## config.mk

```make
export PLATFORM = sky130hd
export DESIGN_NAME = rasr_front_flat
export DESIGN_NICKNAME = d
export VERILOG_FILES = /design/src/design/rasr_pkg.sv /design/src/design/rasr_if.sv /design/src/design/rasr_front.sv /design/src/flat_wrapper.sv
export SDC_FILE = /design/constraint.sdc
export NUM_CORES = 1
export LEC_CHECK = 0
export CORE_MARGIN = 2
export CORE_UTILIZATION = 59
export CTS_BUF_LIST = sky130_fd_sc_hd__clkbuf_8
export DETAILED_ROUTE_END_ITERATION = 7
export DONT_BUFFER_PORTS = 1
export MAX_ROUTING_LAYER = met4
export PLACE_DENSITY_LB_ADDON = 0.12
export RECOVER_POWER = 100
export SKIP_LAST_GASP = 1
export SYNTH_ARGS = -nofsm -noshare
export SYNTH_HDL_FRONTEND = slang
export SYNTH_SLANG_ARGS = --single-unit
```

## constraint.sdc

```tcl
create_clock -name clk -period 6.24 [get_ports clk]
set_input_delay 0 -clock clk [delete_from_list [all_inputs] [get_ports clk]]
set_output_delay 0 -clock clk [all_outputs]
set_load 0.005 [all_outputs]
```

## src/design/rasr_pkg.sv

```systemverilog
`timescale 1ns / 1ps
// ----------------------------------------------------------------------------
// rasr_pkg: shared types and constants for the rational add/sub/reduce unit
// Holds mode codes, widths, the queue depth and the result structure.
// ----------------------------------------------------------------------------
package rasr_pkg;

  localparam int OPERAND_BITS_DEF = 16;
  localparam int RES_NUM_W        = 33;
  localparam int RES_DEN_W        = 31;
  localparam int WORK_W           = 64;
  localparam int QUEUE_DEPTH      = 2;

  typedef enum logic [1:0] {
    MODE_ADD    = 2'd0,
    MODE_SUB    = 2'd1,
    MODE_EQUAL  = 2'd2,
    MODE_REDUCE = 2'd3
  } mode_t;

  typedef struct packed {
    logic [RES_NUM_W-1:0] res_num;
    logic [RES_DEN_W-1:0] res_den;
    logic                 equal;
    logic                 error;
  } result_t;

endpackage

```

## src/design/rasr_if.sv

```systemverilog
`timescale 1ns / 1ps
// ----------------------------------------------------------------------------
// rasr_in_if / rasr_out_if: valid/ready channels of the unit
// Request channel carries mode and two fractions; result channel one result.
// ----------------------------------------------------------------------------
interface rasr_in_if #(parameter int OPERAND_BITS = rasr_pkg::OPERAND_BITS_DEF);
  logic                           valid;
  logic                           ready;
  logic [1:0]                     mode;
  logic signed [OPERAND_BITS-1:0] num_a;
  logic signed [OPERAND_BITS-1:0] den_a;
  logic signed [OPERAND_BITS-1:0] num_b;
  logic signed [OPERAND_BITS-1:0] den_b;
  modport source (output valid, mode, num_a, den_a, num_b, den_b, input ready);
  modport sink   (input valid, mode, num_a, den_a, num_b, den_b, output ready);
endinterface


```

## src/design/rasr_front.sv

```systemverilog
`timescale 1ns / 1ps
// ----------------------------------------------------------------------------
// rasr_front: request intake and classification
// Checks denominators, splits sign and magnitude, and queues a job.
// ----------------------------------------------------------------------------
module rasr_front #(
  parameter int OPERAND_BITS = rasr_pkg::OPERAND_BITS_DEF
) (
  input  logic                 clk,
  input  logic                 rst_n,
  rasr_in_if.sink              in_ch,
  output logic                 job_valid,
  input  logic                 job_ready,
  output logic [1:0]           job_mode,
  output logic                 job_err,
  output logic                 job_neg_a,
  output logic [OPERAND_BITS:0] job_mag_a,
  output logic [OPERAND_BITS:0] job_den_a,
  output logic                 job_neg_b,
  output logic [OPERAND_BITS:0] job_mag_b,
  output logic [OPERAND_BITS:0] job_den_b
);
  import rasr_pkg::*;

  localparam int MW    = OPERAND_BITS + 1;
  localparam int JOB_W = 2 + 1 + 2 * (1 + 2 * MW);
  localparam int PTR_W = $clog2(QUEUE_DEPTH);

  logic [JOB_W-1:0] q_mem [QUEUE_DEPTH];
  logic [PTR_W-1:0] wr_ptr_r, wr_ptr_nxt, rd_ptr_r, rd_ptr_nxt;
  logic [PTR_W:0]   count_r, count_nxt;
  logic             push, pop;
  logic [JOB_W-1:0] job_in, job_out;
  logic             za, zb, err;

  function automatic logic [MW-1:0] mag_of(input logic [OPERAND_BITS-1:0] v);
    logic [MW-1:0] e;
    e = {v[OPERAND_BITS-1], v};
    return v[OPERAND_BITS-1] ? (~e + MW'(1)) : e;
  endfunction

  assign za  = (in_ch.den_a == '0);
  assign zb  = (in_ch.den_b == '0);
  assign err = za || ((in_ch.mode != MODE_REDUCE) && zb);

  assign job_in = {in_ch.mode, err,
                   in_ch.num_a[OPERAND_BITS-1] ^ in_ch.den_a[OPERAND_BITS-1],
                   mag_of(in_ch.num_a), mag_of(in_ch.den_a),
                   in_ch.num_b[OPERAND_BITS-1] ^ in_ch.den_b[OPERAND_BITS-1],
                   mag_of(in_ch.num_b), mag_of(in_ch.den_b)};

  assign in_ch.ready = (count_r != (PTR_W+1)'(QUEUE_DEPTH));
  assign push = in_ch.valid && in_ch.ready;
  assign pop  = job_valid && job_ready;
  assign job_valid = (count_r != '0);
  assign job_out = q_mem[rd_ptr_r];
  assign {job_mode, job_err, job_neg_a, job_mag_a, job_den_a,
          job_neg_b, job_mag_b, job_den_b} = job_out;

  always_comb begin
    wr_ptr_nxt = push ? wr_ptr_r + PTR_W'(1) : wr_ptr_r;
    rd_ptr_nxt = pop ? rd_ptr_r + PTR_W'(1) : rd_ptr_r;
    count_nxt  = count_r + (PTR_W+1)'(push) - (PTR_W+1)'(pop);
  end

  always_ff @(posedge clk) begin
    if (push) begin
      q_mem[wr_ptr_r] <= job_in;
    end
  end

  always_ff @(posedge clk) begin
    if (!rst_n) begin
      wr_ptr_r <= '0;
      rd_ptr_r <= '0;
      count_r  <= '0;
    end else begin
      wr_ptr_r <= wr_ptr_nxt;
      rd_ptr_r <= rd_ptr_nxt;
      count_r  <= count_nxt;
    end
  end

  a_count_bound: assert property (@(posedge clk) disable iff (!rst_n)
    count_r <= (PTR_W+1)'(QUEUE_DEPTH)) else $error("queue overfilled");
  a_full_no_ready: assert property (@(posedge clk) disable iff (!rst_n)
    (count_r == (PTR_W+1)'(QUEUE_DEPTH)) |-> !in_ch.ready) else $error("ready when full");
  a_count_step: assert property (@(posedge clk) disable iff (!rst_n)
    (push && !pop) |=> count_r == $past(count_r) + 1'b1) else $error("count slip");

endmodule

```

## src/flat_wrapper.sv

```systemverilog
// flat-port wrapper written by rule: the top's interface ports become plain ports
module rasr_front_flat import rasr_pkg::*;
#(
  parameter int OPERAND_BITS = rasr_pkg::OPERAND_BITS_DEF
)
  (clk, rst_n, job_valid, job_ready, job_mode, job_err, job_neg_a, job_mag_a, job_den_a, job_neg_b, job_mag_b, job_den_b, in_ch_valid, in_ch_mode, in_ch_num_a, in_ch_den_a, in_ch_num_b, in_ch_den_b, in_ch_ready);
  rasr_in_if #(.OPERAND_BITS(OPERAND_BITS)) in_ch_i ();
  input  logic clk;
  input  logic rst_n;
  output logic job_valid;
  input  logic job_ready;
  output logic [1:0] job_mode;
  output logic job_err;
  output logic job_neg_a;
  output logic [OPERAND_BITS:0] job_mag_a;
  output logic [OPERAND_BITS:0] job_den_a;
  output logic job_neg_b;
  output logic [OPERAND_BITS:0] job_mag_b;
  output logic [OPERAND_BITS:0] job_den_b;
  input wire logic [$bits(in_ch_i.valid)-1:0] in_ch_valid;
  input wire logic [$bits(in_ch_i.mode)-1:0] in_ch_mode;
  input wire logic [$bits(in_ch_i.num_a)-1:0] in_ch_num_a;
  input wire logic [$bits(in_ch_i.den_a)-1:0] in_ch_den_a;
  input wire logic [$bits(in_ch_i.num_b)-1:0] in_ch_num_b;
  input wire logic [$bits(in_ch_i.den_b)-1:0] in_ch_den_b;
  output wire logic [$bits(in_ch_i.ready)-1:0] in_ch_ready;
  assign in_ch_i.valid = in_ch_valid;
  assign in_ch_i.mode = in_ch_mode;
  assign in_ch_i.num_a = in_ch_num_a;
  assign in_ch_i.den_a = in_ch_den_a;
  assign in_ch_i.num_b = in_ch_num_b;
  assign in_ch_i.den_b = in_ch_den_b;
  assign in_ch_ready = in_ch_i.ready;
  rasr_front #(.OPERAND_BITS(OPERAND_BITS)) u_core (.clk(clk), .rst_n(rst_n), .in_ch(in_ch_i), .job_valid(job_valid), .job_ready(job_ready), .job_mode(job_mode), .job_err(job_err), .job_neg_a(job_neg_a), .job_mag_a(job_mag_a), .job_den_a(job_den_a), .job_neg_b(job_neg_b), .job_mag_b(job_mag_b), .job_den_b(job_den_b));
endmodule
```

# After elaboration in Yosys (flattened, before gate mapping)

Memories as Yosys holds them, arrays and structs flattened. A register that Yosys moved wholly into a read port is not among the register bits.
Index checks and enable logic that the tools add are counted.

Register bits: 4
Bits in latches: 0
Memory bits (writable): 146
ROM bits: 0
Bits of input ports: 70
Output and inout bits: 75
Logic and storage cells: 35
Memories kept: 1

Add/sub/neg operators: 8
Multipliers: 0
Divide/modulo/power cells: 0
$lt $le $gt $ge: 0
Eq/ne operators: 2
Shift-type cells: 0
Multiplexer cells: 8
Bitwise logic cells: 6
Reduce and logical (&&, ||, !) cells: 7

Memory list:

| name         | words | bits a word | read ports | clocked after memory_dff | wr ports | line             | RTL |
|---|---|---|---|---|---|---|---|
| u_core.q_mem | 2     | 73          | 1          | 1                        | 1        | rasr_front.sv:29 | `logic [JOB_W-1:0] q_mem [QUEUE_DEPTH];` |

Operators by type and width:

| operator              | number |
|---|---|
| $add 17x1->17 const B | 4 |
| $mux 17               | 4 |
| $not 17->17           | 4 |
| $logic_not 16->1      | 2 |
| $mux 1                | 4 |
| $ne 2x2->1 const B    | 2 |
| $logic_and 1x1->1     | 3 |
| $add 1x1->1 const B   | 2 |
| $add 2x1->2           | 1 |
| $reduce_bool 2->1     | 1 |
| $sub 2x1->2           | 1 |
| $xor 1x1->1           | 2 |
| $logic_or 1x1->1      | 1 |

# Depth between registers and ports, before layout

Depth in word-level cells: 4
Depth in mapped cells: 7
Mapped depth without buffers: 7

# Worst setup path before layout

OpenSTA, ideal clock, no wires.

Path type: register -> register
Start point: reg u_core.count_r[0]
End point: mem u_core.q_mem[1][0] (netlist bit), enable pin
Library setup time: 0.439 ns
Data arrival time: 2.299 ns
Data required time: 5.801 ns
Setup slack: 3.502 ns
Cell stages (with the launch flop): 3
Buffers on the path: 0
Clock period less this slack: 2.738 ns
Cells stage by stage: dfxtp_1 -> nand2b_1 -> and3_1

Longest elaborated chain between the ends: 4

RTL lines:

| what                         | line               | RTL |
|---|---|---|
| start: declaration           | rasr_front.sv:31   | `logic [PTR_W:0] count_r, count_nxt;` |
| start signal: assignment     | rasr_front.sv:80   | `count_r <= count_nxt;` |
| $ne 2x2->1                   | rasr_front.sv:52   | `assign in_ch.ready = (count_r != (PTR_W+1)'(QUEUE_DEPTH));` |
| net in_ch_ready              | flat_wrapper.sv:26 | `output wire logic [$bits(in_ch_i.ready)-1:0] in_ch_ready;` |
| $logic_and 1x1->1            | rasr_front.sv:53   | `assign push = in_ch.valid && in_ch.ready;` |
| $mux 1                       | rasr_front.sv:67   | `if (push) begin` |
| $mux 1 (implied by the code) | rasr_front.sv:68   | `q_mem[wr_ptr_r] <= job_in;` |
| end: declaration             | rasr_front.sv:29   |  |

The timed path passes the listed nets, and every way through them passes these cells.

# Worst setup path in the final report

Start point: reg u_core.count_r[0]
End point: mem u_core.q_mem[1][11] (netlist bit), enable pin

Same word-level chain as after synthesis.

==> impl_metrics.tcl <==
set metrics [dict create \
    first_iter_violations 204 \
    yosysTopAreaCell "edfxtp_1" \
    cts-root-buf "clkbuf_8" \
    crit_arrival_ps 3640 \
    gr-total-overflow 0 \
    antenna_found_initial 0 \
    yosysMostFrequentCell "edfxtp_1" \
    grt_use_met3_pct 7.567 \
    die_area_mm2 0.01247 \
    fin_util_pct 71.78 \
    synthTopCellsByArea "edfxtp_1, mux2_2, xnor2_1" \
    synth_top_cell_area_share_pct 64.11 \
    hold_class "in2reg" \
    wl_per_cell_um 19.50 \
    ys_seq_elements 151 \
    grt_use_total_pct 22.36 \
    synth_area_mm2 0.006839 \
    cp-end-kind "flip-flop" \
    status "complete, but fails checks" \
    synthArstFlopShare_pct 0 \
    ant_nets 0 \
    fin_ws_ps 2561 \
    pre_cts_slack_ps 4240 \
    synth-main-ff-cell "edfxtp_1" \
    critPathMaxFanout 73 \
    hold_viol_final 0 \
    grt_first_pass_wirelength_um 20950 \
    start_util_pct 60.15 \
    setup_viol 0 \
    clk_pin_slew_ps 70 \
    grt_max_degree 74 \
    fmaxAchievable_mhz 271.8 \
    worstSetupStartpointType "flip-flop" \
    rsz0062_at_grt "false" \
    vias_per_cell 5.844 \
    routed_wirelength_um 13340 \
    dr_total_vias 3997 \
    synth_common_cells "edfxtp_1, mux2_2, xnor2_1" \
    clk_path_buf_depth 2 \
    max-vdd-ir-drop_uv 210.1 \
    cap_violations 2 \
    yosysWarnings 0 \
    drc_errors 0 \
    cts_tree "built" \
    place.gp.congestion 0.7638 \
    final_nets 604 \
    antenna_cells 0 \
    synth_cell_types 34 \
    slew_headroom_pct -133.5 \
    power_density_mw_per_mm2 321.1 \
    port_buffers 0 \
    worstSetupPathType "reg2reg" \
    max_slew.worst_pin.slew_ps 3503 \
    synth-edff-count 146 \
    fin_crit_sh_pct 58.95 \
    h-tree-depth 4 \
    violations "capacitance limit, slew limit" \
    num_rows 39 \
    io_pins 145 \
    gr-usage-met2_pct 35.68 \
    areaGrowthSynthToFinish_pct 19.34 \
    drv_slew 148 \
    grt_use_met1_pct 27.17 \
    drive_above_1_share_pct 10.35 \
    cts_hold_buf 88 \
    worstPathRequired_ps 6200 \
    tns_ps 0 \
    dr.pass1.iters 4 \
    die_w_um 111.7 \
    clk-insertion-delay-late_ps 430 \
    hpwl_um 7576 \
    period_minus_slack_ps 3679 \
    coreArea_mm2 0.01137 \
    grt_pass1_vias 4122 \
    cts_resized 0 \
    fp.dieH_um 111.7 \
    cts_made_buffers 17 \
    skew_ps 6.986 \
    leakagePower_uw 0.002709 \
    grt-busiest-layer "met2" \
    avgSynthCellArea_um2 15.54 \
    cts_sinks 151 \
    cts_setup_buffers 0 \
    ys_seq_area_share_pct 65.57 \
    synthCells 440 \
]
==> metrics by stage <==
stage / area [um^2] / power [uW] / std cells / hold WS (ps)
3_5_place_dp: 6958 / 1904 / 564 / 99.06
2_1_floorplan: 6865 / 1795 / 447 / 98.87
3_3_place_gp: 6958 / 1891 / 564 / 99.06
5_1_grt: 8162 / 2741 / 684 / 35.48
6_report: 8162 / 2620 / 684 / 38.36
4_1_cts: 8213 / 2668 / 684 / 1.404
==> layout make-up <==
type	count	area, um^2
flip-flops and latches	151	4484
inverters	12	46.29
clock buffers	17	234.0
fillers	747	3208
multi-input cells	257	2190
repair buffers	89	888.4
clock inverters	15	140.1
well taps	143	178.9
==> critical path, cell delays in order, from the launching register on <==
cell and delay [ps]:
dfxtp_1 360, nand2b_1 220, and3_1 2590
==> power by group <==
part / internal (uW) / switching, uW
sequential: 1300 / 103
clock: 349 / 352
combinational: 259 / 254
total: 1910 / 710
==> routing by layer <==
layer | vias to the layer above | part of all wire, %
met3 | 15 | 7.9
met4 | 0 | 1.3
met1 | 1977 | 42
met2 | 154 | 49
met5 | - | 0
li1 | 1851 | -
==> worst paths after layout <==
| path | start | endpoint | slack, ps | depth (start not counted) |
|---|---|---|---|---|
| worst max-delay path | u_core.count_r[0] | u_core.q_mem[1][11] | 2560 | 2 |
| worst min-delay path | in_ch_num_a[12] | u_core.q_mem[0][66] | 40 | 3 |
| worst max register to register | u_core.count_r[0] | u_core.q_mem[1][11] | 2560 | 2 |
| worst min register to register | u_core.rd_ptr_r | flip-flop | 550 | 2 |
==> cells by family after synthesis <==
group,count (synthesis),synth area share (%)
muxes,73,12.02
adders and majority gates,6,1.098
and+or+nand+nor,60,5.671
buffers and inverters,39,2.177
DFF,151,65.57
AOI/OAI and AO/OA,53,6.110
other,1,0.05483
xor gates and xnor gates,57,7.300
==> sequential cells by signal (all words and copies together), names as in the netlist, named ones only <==
name and cells:
u_core.q_mem 146, u_core.wr_ptr_r 1, u_core.count_r 2, u_core.rd_ptr_r 1
==> cell usage in the layout (no fill, tap or decap), types with 2 or more instances in the layout <==
master / n
edfxtp_1: 146
dlygate4sd3_1: 88
mux2_1: 58
xnor2_1: 55
o31ai_1: 20
clkbuf_8: 17
o41ai_1: 15
mux2_2: 15
inv_1: 14
o21ai_0: 13
or4_1: 12
or3_1: 8
nand2_1: 8
conb_1: 8
or2_2: 6
ha_1: 6
nand2b_1: 5
dfxtp_1: 5
clkinvlp_4: 5
or3b_2: 4
and3_1: 4
and2_1: 2
nor3_1: 2
nor2_1: 2
nor4_1: 2
nor2b_1: 2
xor2_1: 2
bufinv_16: 2
clkinv_2: 2
Power figures use the tool's default switching activity.
